<file path="config.mk">
export PLATFORM = sky130hd
export DESIGN_NAME = tms_front
export DESIGN_NICKNAME = d
export VERILOG_FILES = /design/src/rtl/tms_pkg.sv /design/src/rtl/tms_front.sv
export SDC_FILE = /design/constraint.sdc
export NUM_CORES = 1
export LEC_CHECK = 0
export BUFFER_PORTS_ARGS = -buffer_cell sky130_fd_sc_hd__buf_4
export CAP_MARGIN = 10
export CORE_AREA = 4 4 140 142
export DETAILED_ROUTE_END_ITERATION = 16
export DIE_AREA = 0 0 144 146
export SETUP_SLACK_MARGIN = 0.3
export SLEW_MARGIN = 20
export SYNTH_ARGS = -nofsm -noshare
export SYNTH_HDL_FRONTEND = slang
export SYNTH_SLANG_ARGS = --single-unit
</file>
<file path="constraint.sdc">
create_clock -name vclk -period 1.5
set_input_delay 0.3 -clock vclk [all_inputs]
set_output_delay 0.3 -clock vclk [all_outputs]
set_load 0.02 [all_outputs]
</file>
<file path="src/rtl/tms_pkg.sv">
package tms_pkg;

   localparam int IDX_W          = 12;
   localparam int COORD_W        = 32;
   localparam int MAG_W          = 32;
   localparam int PROD_W         = 2 * MAG_W;
   localparam int DIST_W         = PROD_W + 2;
   localparam int NODE_COUNT_DEF = 4096;
   localparam int QUEUE_DEPTH    = 2;

   typedef logic [IDX_W-1:0] idx_type;

   // how the back end handles a queued item
   typedef enum logic [2:0] {
      OP_WRITE,
      OP_PASS,
      OP_SPLIT4,
      OP_OPEN01,
      OP_OPEN12,
      OP_OPEN20
   } op_type;

   typedef struct packed {
      op_type                op;
      idx_type               node_index;
      logic [COORD_W-1:0]    x;
      logic [COORD_W-1:0]    y;
      logic [COORD_W-1:0]    z;
      idx_type [5:0]         nodes;   // corners 0..2, midpoints 3..5
   } entry_type;

   typedef struct packed {
      idx_type a;
      idx_type b;
      idx_type c;
      logic    last;
   } piece_type;

   typedef struct packed {
      logic      valid;
      entry_type head;
   } queue_out_type;

   typedef enum logic [2:0] {
      B_IDLE,
      B_ADDR_A,
      B_ADDR_B,
      B_DIFF,
      B_SQUARE,
      B_EMIT
   } back_state_type;

endpackage

</file>
<file path="src/rtl/tms_front.sv">
module tms_front (
   input  logic                             req_valid,
   output logic                             req_stall,
   input  logic                             req_action,
   input  tms_pkg::idx_type                 req_node_index,
   input  logic signed [tms_pkg::COORD_W-1:0] req_coord_x,
   input  logic signed [tms_pkg::COORD_W-1:0] req_coord_y,
   input  logic signed [tms_pkg::COORD_W-1:0] req_coord_z,
   input  tms_pkg::idx_type                 req_corner_zero,
   input  tms_pkg::idx_type                 req_corner_one,
   input  tms_pkg::idx_type                 req_corner_two,
   input  tms_pkg::idx_type                 req_mid_first_edge,
   input  tms_pkg::idx_type                 req_mid_second_edge,
   input  tms_pkg::idx_type                 req_mid_third_edge,
   input  logic                             q_full,
   output logic                             q_push,
   output tms_pkg::entry_type               q_entry
);

   logic m0_zero;
   logic m1_zero;
   logic m2_zero;

   assign m0_zero = (req_mid_first_edge == '0);
   assign m1_zero = (req_mid_second_edge == '0);
   assign m2_zero = (req_mid_third_edge == '0);

   assign req_stall = q_full;
   assign q_push    = req_valid && !q_full;

   always_comb begin
      q_entry.node_index = req_node_index;
      q_entry.x          = req_coord_x;
      q_entry.y          = req_coord_y;
      q_entry.z          = req_coord_z;
      q_entry.nodes[0]   = req_corner_zero;
      q_entry.nodes[1]   = req_corner_one;
      q_entry.nodes[2]   = req_corner_two;
      q_entry.nodes[3]   = req_mid_first_edge;
      q_entry.nodes[4]   = req_mid_second_edge;
      q_entry.nodes[5]   = req_mid_third_edge;
      // branch order: point write, none split, all split, then first unsplit edge wins
      priority if (!req_action) begin
         q_entry.op = tms_pkg::OP_WRITE;
      end else if (m0_zero && m1_zero && m2_zero) begin
         q_entry.op = tms_pkg::OP_PASS;
      end else if (!m0_zero && !m1_zero && !m2_zero) begin
         q_entry.op = tms_pkg::OP_SPLIT4;
      end else if (m0_zero) begin
         q_entry.op = tms_pkg::OP_OPEN01;
      end else if (m1_zero) begin
         q_entry.op = tms_pkg::OP_OPEN12;
      end else begin
         q_entry.op = tms_pkg::OP_OPEN20;
      end
   end

endmodule

</file>
# --- After elaboration in Yosys (flattened, before gate mapping) ---
# Cells that the tools add are included.
word_totals:
  latch_bits: 0
  mem_bits_rw: 0
  word_cells: 17
  romBits: 0
  memories: 0
  inputBits: 183
  reg_bits: 0
op_classes:
  magnitude_cmp: 0
  eq_ne: 0
  bitwise_logic: 0
  div_mod_pow: 0
  mul: 0
  n_reduce_logical: 12
  shifts: 0
  n_addsub: 0
  muxes: 5
op_table:
  columns: ["operator", "n"]
  rows:
  - ["12-bit logical NOT", 3]
  - ["3-bit two-way mux", 4]
  - ["1-bit logical AND", 5]
  - ["1-bit logical NOT", 4]
  - ["1-bit two-way mux", 1]

# --- Logic depth before layout (Yosys ltp) ---
depth:
  word_depth: 7
  mapped_depth: 4
  depth_no_buf: 4

# --- Least setup slack after synthesis ---
# OpenSTA, ideal clock, no wires.
synth_timing:
  kind: "input -> output"
  startpoint: "in req_mid_first_edge[4]"
  endpoint: "out q_entry[181] (netlist bit)"
  stages: 4
  required_ns: 1.200
  path_buffers: 0
  arrival_ns: 1.195
  path_slack_ns: 0.005
  cell_sequence: "nor4_2 -> and3_1 -> o21ai_1 -> a21boi_1"
synth_rtl:
  columns: ["item", "line", "source"]
  rows:
  - ["from (decl)", "tms_front.sv:12", "input tms_pkg::idx_type req_mid_first_edge,"]
  - ["to (decl)", "tms_front.sv:17", "output tms_pkg::entry_type q_entry"]

==> summary.txt <==
Critical path
  – Crit path max fanout: 2
  – Worst Setup Path Type: primary input to primary output
  – Required time worst endpoint: 1.20 ns
  – Setup crit end kind: primary output
  – Largest stage delay, worst path: 0.35 ns
  – CP arrival: 1.37 ns
  – Slowest cell on crit path: nor4_4
  – Worst Setup SP: req_mid_first_edge[1]
  – Crit-path cells: buf_4 -> nor4_4 -> and3_4 -> nand2_2 -> a21boi_2 -> buf_6
  – Crit start category: primary input
  – Crit path to: q_entry[181]

Timing
  – Unrepaired setup endpoints after global routing: true
  – Fin crit share: 111%
  – Max Slew Vio Count: 0
  – Worst Max-Slew Pin Slew: 0.321 ns
  – Final Hold Viols: 0
  – Fmax: 599 MHz
  – Worst slew margin: 78.5%
  – Final setup vio count: 3
  – Setup ws final: -0.171 ns
  – Tmin final: 1.67 ns
  – Final setup TNS: -0.433 ns

Floorplan
  – Core ar.: 0.0185 mm2
  – IO Pins: 368
  – Die ar.: 0.0210 mm2
  – FP Rows: 50
  – Die X: 144 um
  – Height of the die: 146 um
  – Initial Util: 8.25%

Drt
  – Routed WL: 5600 um
  – Routed wire per std cell: 16.4 um
  – DR vias: 800
  – Via density per instance: 2.35
  – Drt pass-1 iters: 2
  – Post-route DRC: 0
  – Detail Route Antenna Nets: 0
  – Iter 0 DRT Violations: 14

Power
  – Design Power: 314 uW
  – PD cells: 248 mW/mm2
  – Worst vdd ir: 0.0529 mV
  – Leak: 0.000489 uW

GRT
  – Initial antenna violation count: 0
  – Pin count of the biggest net entering global routing: 5
  – Vias in the first global route: 888
  – Congestion Overflow GR: 0
  – Global-route usage over all layers: 4.41%
  – First-pass GRT wire length: 6490 um

Synthesis
  – Xor and xnor area share after synthesis: 0%
  – Ys Warns: 0
  – Sequential area share after synthesis: 0%
  – Post-Synth Adder-Cell Area: 0%
  – Post-Syn Area per Cell: 7.54 um2
  – Post-Synth Simple-Gate Area: 8.87%
  – Compound-gate portion of the synthesized area: 1.89%
  – Mux cell area share after synthesis: 0%
  – Largest family of logic cells by synthesized area: buffers and inverters
  – Post-synthesis cell area: 0.00152 mm2
  – Synth Net Count: 385
  – Synth cell types: 12
  – Cells after Synth: 202

Final layout
  – CLK BUF: 0
  – Final Cell Area: 0.00126 mm2
  – Layout area overhead: -17.0%
  – Nets: 292
  – Register area: 0 um2
  – Layout cell share with drive strength beyond 1: 94.4%
  – Fillers: 2166
  – Number of sequential cells: 0
  – Diode count: 0

Place
  – Post-DP Area: 0.00117 mm2
  – Hpwl dp: 4960 um
  – I/O Buffers: 80
  – Routability congestion estimate: 0.526
  – Place WS: -0.246 ns

Status
  – Status: finished, violations left
  – Failing checks: setup timing

Hold path
  – Min-delay src: req_corner_one[1]
  – Hold Crit Class: primary input to primary output

Flow run
  – Max-Cap Viols: 0
synth_stat cells:
| library cell | n | share of area (%) |
|---|---|---|
| nor2b_1 | 1 | 0.41 |
| nand2b_1 | 1 | 0.41 |
| nor4_1 | 3 | 1.2 |
| nand3_1 | 3 | 0.99 |
| buf_4 | 181 | 89 |
| a21oi_1 | 1 | 0.33 |
| o21ai_1 | 1 | 0.33 |
| nor4_2 | 6 | 4.9 |
| nand2_1 | 2 | 0.49 |
| a21boi_1 | 1 | 0.49 |
| and3_1 | 1 | 0.41 |
| a21boi_2 | 1 | 0.74 |
stage by stage:
stage / util [%] / hold slack, ns / instances
2_1_floorplan: - / 0.678 / 202
3_3_place_gp: 6.33 / 0.600 / 339
3_5_place_dp: 6.33 / 0.600 / 339
4_1_cts: 6.58 / 0.600 / 340
5_1_grt: 6.85 / 0.600 / 341
6_report: 6.85 / 0.600 / 341
critical path, delay by kind of cell:
family / cells / cell delay (ns)
compound gates: 1 / 0.15
buf+inv: 2 / 0.25
simple gates: 3 / 0.66
per-layer routing:
layer / track usage, % / wire (um) / up-vias
li1: - / - / 262
met1: 2.80 / 1240 / 299
met2: 6.75 / 2340 / 173
met3: 4.30 / 1350 / 64
met4: 4.33 / 627 / 2
met5: 1.20 / 46 / -
cell type report:
class | count | area [um2] | area share, %
tap | 234 | 293 | 23.2
timing repair buffer | 86 | 698 | 55.2
multi-input combinational | 21 | 273 | 21.6
what timing repair did:
| item | CTS | global route |
|---|---|---|
| endpoints found under the setup margin | 3 | 3 |
| buffers inserted | 1 | 1 |
| pin swaps | 7 | 5 |
| gates resized for setup | 9 | 11 |
| hold buffers | 0 | 0 |
placed cells by master (no fill, tap or decap):
master	n
nand3_4	1
o21ai_2	1
nand3_1	2
buf_8	2
nor4_1	3
buf_4	74
nand2_2	2
buf_6	10
a21boi_2	1
a21oi_4	1
a21boi_4	1
nand2b_4	1
nor2b_1	1
nor4_4	6
and3_4	1
logic make-up (layout without fill, tap and decap cells):
group | Yosys count | count (layout)
buffers and inverters | 181 | 86
AND/OR/NAND/NOR | 17 | 17
AO/OA/AOI/OAI | 4 | 4
how the worst min path moves through the flow:
stage / end / slack, ns / depth (start not counted)
5_1_grt: q_entry[115] / 0.60 / 0
4_1_cts: q_entry[139] / 0.60 / 0
6_report: q_entry[13] / 0.60 / 0
3_5_place_dp: q_entry[139] / 0.60 / 0
2_1_floorplan: q_push / 0.68 / 1
3_3_place_gp: q_entry[139] / 0.60 / 0
power breakdown:
| group | total, uW | internal (uW) | switching, uW |
|---|---|---|---|
| Sequential | 0 | 0 | 0 |
| Combinational | 314 | 160 | 154 |
| Clock | 0 | 0 | 0 |
Power figures use the tool's default switching activity.
