==> src/rtl/tms_pkg.sv <==
package tms_pkg;

   localparam int IDX_W          = 12;
   localparam int COORD_W        = 32;
   localparam int MAG_W          = 32;
   localparam int PROD_W         = 2 * MAG_W;
   localparam int DIST_W         = PROD_W + 2;
   localparam int NODE_COUNT_DEF = 4096;
   localparam int QUEUE_DEPTH    = 2;

   typedef logic [IDX_W-1:0] idx_type;

   // how the back end handles a queued item
   typedef enum logic [2:0] {
      OP_WRITE,
      OP_PASS,
      OP_SPLIT4,
      OP_OPEN01,
      OP_OPEN12,
      OP_OPEN20
   } op_type;

   typedef struct packed {
      op_type                op;
      idx_type               node_index;
      logic [COORD_W-1:0]    x;
      logic [COORD_W-1:0]    y;
      logic [COORD_W-1:0]    z;
      idx_type [5:0]         nodes;   // corners 0..2, midpoints 3..5
   } entry_type;

   typedef struct packed {
      idx_type a;
      idx_type b;
      idx_type c;
      logic    last;
   } piece_type;

   typedef struct packed {
      logic      valid;
      entry_type head;
   } queue_out_type;

   typedef enum logic [2:0] {
      B_IDLE,
      B_ADDR_A,
      B_ADDR_B,
      B_DIFF,
      B_SQUARE,
      B_EMIT
   } back_state_type;

endpackage

==> src/rtl/tms_queue.sv <==
module tms_queue (
   input  logic                   clock,
   input  logic                   reset,
   input  logic                   push,
   input  tms_pkg::entry_type     push_entry,
   input  logic                   pop,
   output logic                   full,
   output tms_pkg::queue_out_type q_out
);

   localparam int PTR_W = (tms_pkg::QUEUE_DEPTH > 1) ? $clog2(tms_pkg::QUEUE_DEPTH) : 1;
   localparam int CNT_W = $clog2(tms_pkg::QUEUE_DEPTH + 1);

   tms_pkg::entry_type slot_ff [tms_pkg::QUEUE_DEPTH];
   logic [PTR_W-1:0] wptr_ff, wptr_in;
   logic [PTR_W-1:0] rptr_ff, rptr_in;
   logic [CNT_W-1:0] count_ff, count_in;
   logic             do_pop;

   assign full         = (count_ff == CNT_W'(tms_pkg::QUEUE_DEPTH));
   assign do_pop       = pop && (count_ff != '0);
   assign q_out.valid  = (count_ff != '0);
   assign q_out.head   = slot_ff[rptr_ff];

   always_comb begin
      wptr_in  = wptr_ff;
      rptr_in  = rptr_ff;
      count_in = count_ff;
      if (push) begin
         wptr_in = (wptr_ff == PTR_W'(tms_pkg::QUEUE_DEPTH - 1)) ? '0 : wptr_ff + 1'b1;
      end
      if (do_pop) begin
         rptr_in = (rptr_ff == PTR_W'(tms_pkg::QUEUE_DEPTH - 1)) ? '0 : rptr_ff + 1'b1;
      end
      unique case ({push, do_pop})
         2'b10:   count_in = count_ff + 1'b1;
         2'b01:   count_in = count_ff - 1'b1;
         default: count_in = count_ff;
      endcase
   end

   always_ff @(posedge clock) begin
      if (reset) begin
         wptr_ff  <= '0;
         rptr_ff  <= '0;
         count_ff <= '0;
      end else begin
         wptr_ff  <= wptr_in;
         rptr_ff  <= rptr_in;
         count_ff <= count_in;
      end
      if (push) begin
         slot_ff[wptr_ff] <= push_entry;
      end
   end

endmodule

==> config.mk <==
export PLATFORM = sky130hd
export DESIGN_NAME = tms_queue
export DESIGN_NICKNAME = d
export VERILOG_FILES = /design/src/rtl/tms_pkg.sv /design/src/rtl/tms_queue.sv
export SDC_FILE = /design/constraint.sdc
export NUM_CORES = 1
export LEC_CHECK = 0
export ABC_AREA = 1
export BUFFER_PORTS_ARGS = -buffer_cell sky130_fd_sc_hd__buf_4
export CAP_MARGIN = 5
export CORE_AREA = 2 2 159 161
export DETAILED_ROUTE_END_ITERATION = 8
export DIE_AREA = 0 0 161 163
export MAX_ROUTING_LAYER = met4
export PLACE_DENSITY = 0.88
export REMOVE_ABC_BUFFERS = 1
export SLEW_MARGIN = 20
export SYNTH_ARGS = -nofsm -noshare
export SYNTH_HDL_FRONTEND = slang
export SYNTH_SLANG_ARGS = --single-unit
==> constraint.sdc <==
create_clock -name clock -period 17.8 [get_ports clock]
set_input_delay 3.56 -clock clock [delete_from_list [all_inputs] [get_ports clock]]
set_output_delay 3.56 -clock clock [all_outputs]
set_load 0.1 [all_outputs]
; After elaboration in Yosys (flattened, before gate mapping)
; Memories as Yosys holds them, arrays and structs flattened. A register that Yosys moved wholly into a read port is not among the register bits.
; Cells that the tools add are included.
[word_totals]
ff_bits = 4
mem_bits_rw = 366
out_inout_bits = 185
word_cells = 21
n_memories = 1
[op_classes]
add_sub_neg = 4
eq_ne = 3
mux = 7
n_reduce_logical = 3
[mem_list]
columns = memory, words, width, read_ports, rd_clocked_by_memory_dff, wr, line_no
row1 = slot_ff, 2, 183, 1, 1, 1, tms_queue.sv:14  ; tms_pkg::entry_type slot_ff [tms_pkg::QUEUE_DEPTH];
[op_table]
columns = cell, n
row1 = 1-bit 2-to-1 mux, 6
row2 = 2-bit == test (second input constant), 2
row3 = 2-bit one-hot mux with 2 select lines, 1
row4 = 2-bit nonzero test, 2
row5 = 1-bit adder (second input constant), 2
row6 = 2-bit by 1-bit adder with 2-bit output (second input constant), 1
row7 = 2-bit by 1-bit == test with 1-bit output (second input constant), 1
row8 = 2-bit by 1-bit subtractor with 2-bit output (second input constant), 1
row9 = 1-bit logical AND, 1

; Longest topological paths before layout
; Gate-level depths: netlist of run 1.
[depth]
ltp_word = 4
depth_mapped = 10
mapped_depth_nobuf = 10

; Worst setup path after synthesis of run 1
; No wires, ideal clock.
[synth_path]
path_kind = in2reg
startpoint = input push
endpoint = memory slot_ff[0][0] (netlist name), enable pin
setup_time_ps = 734
arrival_ps = 11279
path_slack_ps = 5787
cell_stages = 2
cell_sequence = inv_1 -> nor2_1
[synth_via]
elab_chain_cells = 2
[synth_lines]
columns = element, line_no
row1 = from (decl), tms_queue.sv:4  ; input logic push,
row2 = 1-bit 2-to-1 mux, tms_queue.sv:52  ; if (push) begin
row3 = 1-bit 2-to-1 mux (implied by the code), tms_queue.sv:53  ; slot_ff[wptr_ff] <= push_entry;
row4 = to (decl), tms_queue.sv:14
; No other way between the ends.

==> summary.md, run 1 <==
| Metric | Value |
|---|---|
| Root buffer selected by CTS | sky130_fd_sc_hd__clkbuf_16 |
| Leading cell type in the layout, fill and taps excluded | sky130_fd_sc_hd__buf_4 |
| Sequential area share after synthesis | 82.1% |
| Worst slew pin tran | 1.11 ns |
| Critical R2R Capture | slot_ff[1][102] |
| Synthesized-area fraction occupied by adder cells | 0.0926% |
| H-Tree Level Count | 2 |
| Cell Area, Synth | 13,500 sq um |
| Global placement routability congestion | 0.797 |
| Worst path required time | 14.24 ns |
| Critical path endpoint category | output pin |
| Prevailing post-synth register cell | sky130_fd_sc_hd__edfxtp_1 |
| Synthesis-to-layout area growth | 31.4% |
| Clock Power Share | 31.4% |
| Vias in the first global route | 7,610 |
| Die X-Extent | 161 um |
| Number of placement rows | 58 |
| Destination of the critical timing path | q_out[54] |
| Post-route setup slack | 11.38 ns |
| Unrepaired setup endpoints after global routing | false |
| Area of all placed cells without fillers | 17,700 sq um |
| First-pass detailed-route iteration total | 4 |
| Layer with the highest usage after global routing | met2 |
| HP Class | flip-flop to flip-flop |
| Reg clk slew, reported paths | 0.06 ns |
| Flip-flop and latch count after synthesis | 371 |
| Internal power | 1.61 mW |
| Instance area at placement | 16,500 sq um |
| Multiplexer area fraction after synthesis | 15.3% |
| WL per Instance | 20.5 um |
| Worst vdd ir | 122 uV |
| Met3 Track Usage GR | 6.09% |
| Gate power share | 26.2% |
| DP HPWL | 18,000 um |
| Net switching power | 0.815 mW |
| Synthesized instance count | 606 |
| Total number of yosys warnings | 0 |
| Number of unique standard cell types used by synthesis | 13 |
| Simple-gate area share of the yosys netlist | 0.556% |
| Final number of setup-violating endpoints | 0 |
| Number of nets in the finished design | 1,189 |
| Leakage dissipation | 6.64 nW |
| DP Worst Slack | 11.86 ns |
| Post-CTS Repair Setup Buffers | 0 |
| Setup crit start kind | flip-flop |
| Largest family of logic cells by synthesized area | multiplexers |
| Layout cells sized above 1 | 60.3% |
| Fraction of synthesized cell area taken by the top area cell type | 81.4% |
| Post-Synthesis Mean Instance Area | 22.3 sq um |
| Slack of the worst reg-to-reg path | 15.08 ns |
| Clk_skew | 0.0189 ns |
| Compound-gate portion of the synthesized area | 0.111% |
| Maximum number of pins on one net before global-route repair | 114 |
| Leading area contributor after synthesis | sky130_fd_sc_hd__edfxtp_1 |
| Data arrival time of the critical path | 2.86 ns |
| Final Slew Violations | 0 |
| DRC violation count after routing | 0 |
| Count of cells resized by post-cts repair | 0 |
| Initial antenna violation count | 0 |
| Reg power frac | 42.4% |
| Maximum clock frequency | 156 MHz |
| Area of the placeable core | 24,700 sq um |
| Share of the synthesized netlist area taken by xor and xnor gates | 0% |
| Vertical die dimension | 163 um |
| DRT Wirelength | 27,800 um |
| Starting DRT DRC Count | 436 |
| CTS tree | done |
| Depth of the most critical reg-to-reg path | 3 |
| I/O pin count | 372 |
| Share of async-settable or async-resettable flops after synthesis | 0% |
| Final critical-path share of the clock period | 36.1% |
| Outcome | finished clean |
| Power per cell area | 137 nW/um^2 |
| Kind of critical path | flip-flop to output pin |
| Max-capacitance violation count | 0 |
| Clock latency on the worst-skew pair | 0.51 ns |
| Wire length of the first global-routing pass | 40,600 um |
| Share of total power consumed by net switching | 33.6% |
| Most area-consuming cells after synthesis | sky130_fd_sc_hd__edfxtp_1 (81%), sky130_fd_sc_hd__mux2_2 (15%), sky130_fd_sc_hd__buf_6 (1.6%) |
| GR Util All Layers | 21.0% |
| Number of clock sinks | 371 |
| Routed via count | 7,062 |
| Leading cell types in the layout, fill and taps excluded | sky130_fd_sc_hd__buf_4 (376), sky130_fd_sc_hd__edfxtp_1 (366), sky130_fd_sc_hd__mux2_2 (183) |
| Worst r2r src | wptr_ff |
| Quantity of hold-fixing buffers added after cts | 0 |
| Starting density of the core | 54.7% |
| Post-layout minimum cycle time | 6.42 ns |
| Total power of the final layout | 2.43 mW |
| TritonCTS buffer count | 37 |
| Area enclosed by the die boundary | 26,200 sq um |
| Setup TNS Final | 0 ns |
| Maximum clock insertion buffer count | 3 |
| Count of nets left with antenna violations after detail routing | 0 |
| Port Buffers | 371 |
| Number of synthesized flops with an enable pin | 366 |
| Total overflow reported by the global router | 0 |
| Global-route met1 utilization | 21.8% |
| DR vias/cell | 5.20 |
| Final number of hold-violating endpoints | 0 |
| Critical path peak fanout | 70 |
| Diodes inserted | 0 |
| Met2 track demand over resource | 38.1% |
| Max-Slew Margin vs Limit | 26.0% |
[final cells by class]
cell class                 count  area, sq um
clock buffer                  44         1010
clock inverter                23          195
fill                        1467         6920
inverter                       9         38.8
multi-input combinational    206         2170
sequential                   371        11100
tap                          330          413
timing repair buffer         376         2820
[metrics by stage]
stage               util [%]  cells  hold WS [ns]
global placement        67.0   1292         0.478
detailed placement      67.0   1292         0.498
global route            71.9   1359         0.554
floorplan                  -    586         0.465
finish                  71.9   1359         0.507
CTS                     71.9   1359         0.513
[per-layer routing]
layer	up-vias	share of wire [%]	wire, um
li1	3189	-	-
met1	3500	35	9610
met2	312	54	15100
met3	61	8.2	2280
met4	0	3.0	841
met5	-	0	0
[registers in the layout, indices dropped and copies added, names as in the netlist, named ones only]
register	count
rptr_ff	1
wptr_ff	1
slot_ff	366
count_ff	2
[how the worst min path moves through the flow]
| stage | startpoint | end | depth (start not counted) |
|---|---|---|---|
| finish | rptr_ff | rptr_ff | 2 |
| CTS | rptr_ff | rptr_ff | 2 |
| global placement | rptr_ff | rptr_ff | 2 |
| detailed placement | rptr_ff | rptr_ff | 2 |
| floorplan | rptr_ff | flip-flop | 2 |
| global route | rptr_ff | rptr_ff | 2 |
[Yosys cell counts (2+ instances only)]
cell / n
sky130_fd_sc_hd__nor2_1: 10
sky130_fd_sc_hd__inv_1: 9
sky130_fd_sc_hd__o21ai_0: 2
sky130_fd_sc_hd__edfxtp_1: 366
sky130_fd_sc_hd__dfxtp_1: 5
sky130_fd_sc_hd__nand2_1: 7
sky130_fd_sc_hd__mux2_2: 183
sky130_fd_sc_hd__buf_6: 19
[critical path, cell delays in order, from the launching register on]
cell,delay [ns]
sky130_fd_sc_hd__dfxtp_4,0.73
sky130_fd_sc_hd__buf_4,0.86
sky130_fd_sc_hd__mux2_2,0.45
sky130_fd_sc_hd__buf_4,0.24
[power groups by stage]
| stage | clock [mW] | combinational [mW] | sequential (mW) |
|---|---|---|---|
| after detailed placement | 0 | 0.637 | 1.05 |
| after global routing | 0.804 | 0.653 | 1.03 |
| final | 0.762 | 0.637 | 1.03 |
| after floorplan | 0 | 0.495 | 1.06 |
| after CTS | 0.774 | 0.640 | 1.03 |
| after global placement | 0 | 0.632 | 1.05 |
[kinds of logic after synthesis]
group,after synthesis
adder cells (fa/ha/maj),1
multiplexers,183
flip-flops,371
AND/OR/NAND/NOR,19
buffers and inverters,29
AO/OA/AOI/OAI,3
Note: power is estimated with default switching activity, not from simulation.
==> run 2: changes to the inputs <==
--- a/config.mk
+++ b/config.mk
@@ -8,11 +8,11 @@
 export ABC_AREA = 1
 export BUFFER_PORTS_ARGS = -buffer_cell sky130_fd_sc_hd__buf_4
 export CAP_MARGIN = 5
-export CORE_AREA = 2 2 159 161
+export CORE_AREA = 2 2 165 167
 export DETAILED_ROUTE_END_ITERATION = 8
-export DIE_AREA = 0 0 161 163
+export DIE_AREA = 0 0 167 169
 export MAX_ROUTING_LAYER = met4
-export PLACE_DENSITY = 0.88
+export PLACE_DENSITY = 0.82
 export REMOVE_ABC_BUFFERS = 1
 export SLEW_MARGIN = 20
 export SYNTH_ARGS = -nofsm -noshare
==> constraint.sdc (replaced) <==
create_clock -name clock -period 6.1 [get_ports clock]
set_input_delay 1.22 -clock clock [delete_from_list [all_inputs] [get_ports clock]]
set_output_delay 1.22 -clock clock [all_outputs]
set_load 0.1 [all_outputs]
==> run 2 against run 1 <==
  * Combinational power rose to 2.9 times the previous value
  * Critical endpoint is now q_out[124]
  * Wire length down 3.4%
  * Sequential share of layout area about the same
  * Highest routed layer unchanged
  * Final cell count up 0.81%
  * Critical path type unchanged
  * Largest cell class unchanged
  * First-iteration DRC count up 21%
  * Non-clock buffer count down 1
==> summary.md, run 2 (same netlist as run 1, synthesis figures left out) <==
| Metric | Value |
|---|---|
| Outcome | finished clean |
| Destination of the critical timing path | q_out[124] |
| Clk_skew | 0.0109 ns (-0.00792 ns) |
| Leading cell types in the layout, fill and taps excluded | sky130_fd_sc_hd__buf_4 (372), sky130_fd_sc_hd__edfxtp_1 (366), sky130_fd_sc_hd__mux2_2 (183) |
| Wire length of the first global-routing pass | 39,900 um (-1.7%) |
| Unrepaired setup endpoints after global routing | false |
| Vias in the first global route | 7,396 (-2.8%) |
| Total overflow reported by the global router | 0 (unchanged) |
| Hold Startpoint | rptr_ff |
| Routed via count | 7,016 (-0.65%) |
| Starting density of the core | 51.0% (-3.8 points) |
| Final number of hold-violating endpoints | 0 (unchanged) |
| Maximum clock insertion buffer count | 3 (unchanged) |
| Layout cells sized above 1 | 59.6% (-0.78 points) |
| I/O pin count | 372 (unchanged) |
| Critical R2R Capture | slot_ff[1][33] |
| First-pass detailed-route iteration total | 4 (unchanged) |
| Slack of the worst reg-to-reg path | 3.95 ns (-11.13 ns) |
| GR Util All Layers | 18.7% (-2.2 points) |
| DRC violation count after routing | 0 (unchanged) |
| Starting DRT DRC Count | 528 (+21%) |
| Register with the highest flop count | slot_ff |
| Post-route setup slack | 2.36 ns (-9.02 ns) |
| Root buffer selected by CTS | sky130_fd_sc_hd__clkbuf_16 |
| DP HPWL | 17,500 um (-2.5%) |
| DRT Wirelength | 26,900 um (-3.4%) |
| Global placement routability congestion | 0.740 (-7.2%) |
| Vertical die dimension | 169 um (+3.7%) |
| Top flop regs | slot_ff: 366 flops, count_ff: 2 flops |
| Number of clock sinks | 371 (unchanged) |
| DP Worst Slack | 2.87 ns (-8.98 ns) |
| Kind of critical path | flip-flop to output pin |
| Port Buffers | 371 (unchanged) |
| Data arrival time of the critical path | 2.52 ns (-0.34 ns) |
| FF/Latch Area | 11,100 sq um (unchanged) |
| Final Slew Violations | 0 (unchanged) |
| Setup crit start kind | flip-flop |
| Final number of setup-violating endpoints | 0 (unchanged) |
| Maximum clock frequency | 267 MHz |
| HP Class | flip-flop to flip-flop |
| Power per cell area | 395 nW/um^2 (+190%) |
| Area of the placeable core | 26,500 sq um (+7.4%) |
| Max-Slew Margin vs Limit | 24.4% (-1.6 points) |
| Number of non-filler instances in the completed layout | 1,370 (+0.81%) |
| Post-layout utilization of the core | 67.0% (-4.9 points) |
| Post-layout minimum cycle time | 3.74 ns |
| Worst path required time | 4.88 ns (-9.36 ns) |
| WL per Instance | 19.6 um (-4.1%) |
| Number of nets in the finished design | 1,189 (unchanged) |
| Number of placement rows | 60 (+3.4%) |
| Leading cell type in the layout, fill and taps excluded | sky130_fd_sc_hd__buf_4 |
| Worst slew pin tran | 1.13 ns (+0.0246 ns) |
| Area enclosed by the die boundary | 28,200 sq um (+7.5%) |
| Count of nets left with antenna violations after detail routing | 0 (unchanged) |
| TritonCTS buffer count | 38 (+2.7%) |
| Area of all placed cells without fillers | 17,800 sq um (about the same) |
| Quantity of hold-fixing buffers added after cts | 0 (unchanged) |
| CTS tree | done |
| Clock latency on the worst-skew pair | 0.50 ns (about the same) |
| Initial antenna violation count | 0 (unchanged) |
| Depth of the most critical reg-to-reg path | 3 (unchanged) |
| Critical path endpoint category | output pin |
| H-Tree Level Count | 2 (unchanged) |
| Critical path peak fanout | 68 (-2.9%) |
| Hold_ws | 0.518 ns (+0.0101 ns) |
| Instance area at placement | 16,600 sq um (+0.26%) |
| Reg clk slew, reported paths | 0.06 ns (about the same) |
| DR vias/cell | 5.12 (-1.4%) |
| Final critical-path share of the clock period | 61.3% |
| Maximum number of pins on one net before global-route repair | 184 (+61%) |
| Worst vdd ir | 302 uV (+150%) |
| Leakage dissipation | 6.63 nW (-0.20%) |
| Die X-Extent | 167 um (+3.7%) |
| Worst r2r src | wptr_ff |
| Flip-flop count of the largest register after layout | 366 (unchanged) |
| Post-CTS Repair Setup Buffers | 0 (unchanged) |
| Diodes inserted | 0 (unchanged) |
| Synthesis-to-layout area growth | 31.5% (about the same) |
| Max-capacitance violation count | 0 (unchanged) |
| Count of cells resized by post-cts repair | 0 (unchanged) |
| Number of inserted filler cells in the final layout | 1,743 (+19%) |
| Placed insts | 1,302 (+0.77%) |
| Multi-input gate area | 2170 sq um (unchanged) |
run 2: cell types whose count changed in the layout (fill, tap and decap cells not counted), moves of 3 or more:
cell,change
sky130_fd_sc_hd__clkinv_2,-3
sky130_fd_sc_hd__buf_12,+3
sky130_fd_sc_hd__clkbuf_1,+3
sky130_fd_sc_hd__buf_4,-4
sky130_fd_sc_hd__clkinv_1,+5
run 2: worst max-delay path, cell delays in order, from the launching register on:
cell and delay [ns]:
sky130_fd_sc_hd__dfxtp_4 0.55, sky130_fd_sc_hd__buf_4 0.72, sky130_fd_sc_hd__mux2_2 0.43, sky130_fd_sc_hd__buf_4 0.24
run 2: layer usage:
metal	up-vias	global-route usage [%]	routed length, um
met1	3457	21.4	9990
met5	-	-	0
met2	309	31.8	13900
met4	0	6.82	852
li1	3194	-	-
met3	56	5.31	2150
run 2: layout make-up:
class / count / area share [%]
flip-flops and latches: 371 / 62.5
inverters: 9 / 0.218
well taps: 341 / 2.40
clock buffers: 47 / 5.91
repair buffers: 375 / 16.1
clock inverters: 21 / 0.698
multi-input cells: 206 / 12.2
run 2: worst min-delay path by stage:
stage,endpoint,depth (start not counted)
floorplan,flip-flop,2
global placement,rptr_ff,2
detailed placement,rptr_ff,2
CTS,flip-flop,2
global route,rptr_ff,2
finish,flip-flop,2
run 2: through the flow:
step	power, mW	TNS (ns)
6_report	7.01	0
5_1_grt	7.22	0
4_1_cts	7.07	0
3_5_place_dp	4.92	0
3_3_place_gp	4.90	0
2_1_floorplan	4.55	-740.69
run 2: where the power goes:
part / switching (mW) / internal (mW)
clock: 0.890 / 1.26
combinational: 1.43 / 0.438
sequential: 0.0392 / 2.96
total: 2.36 / 4.66
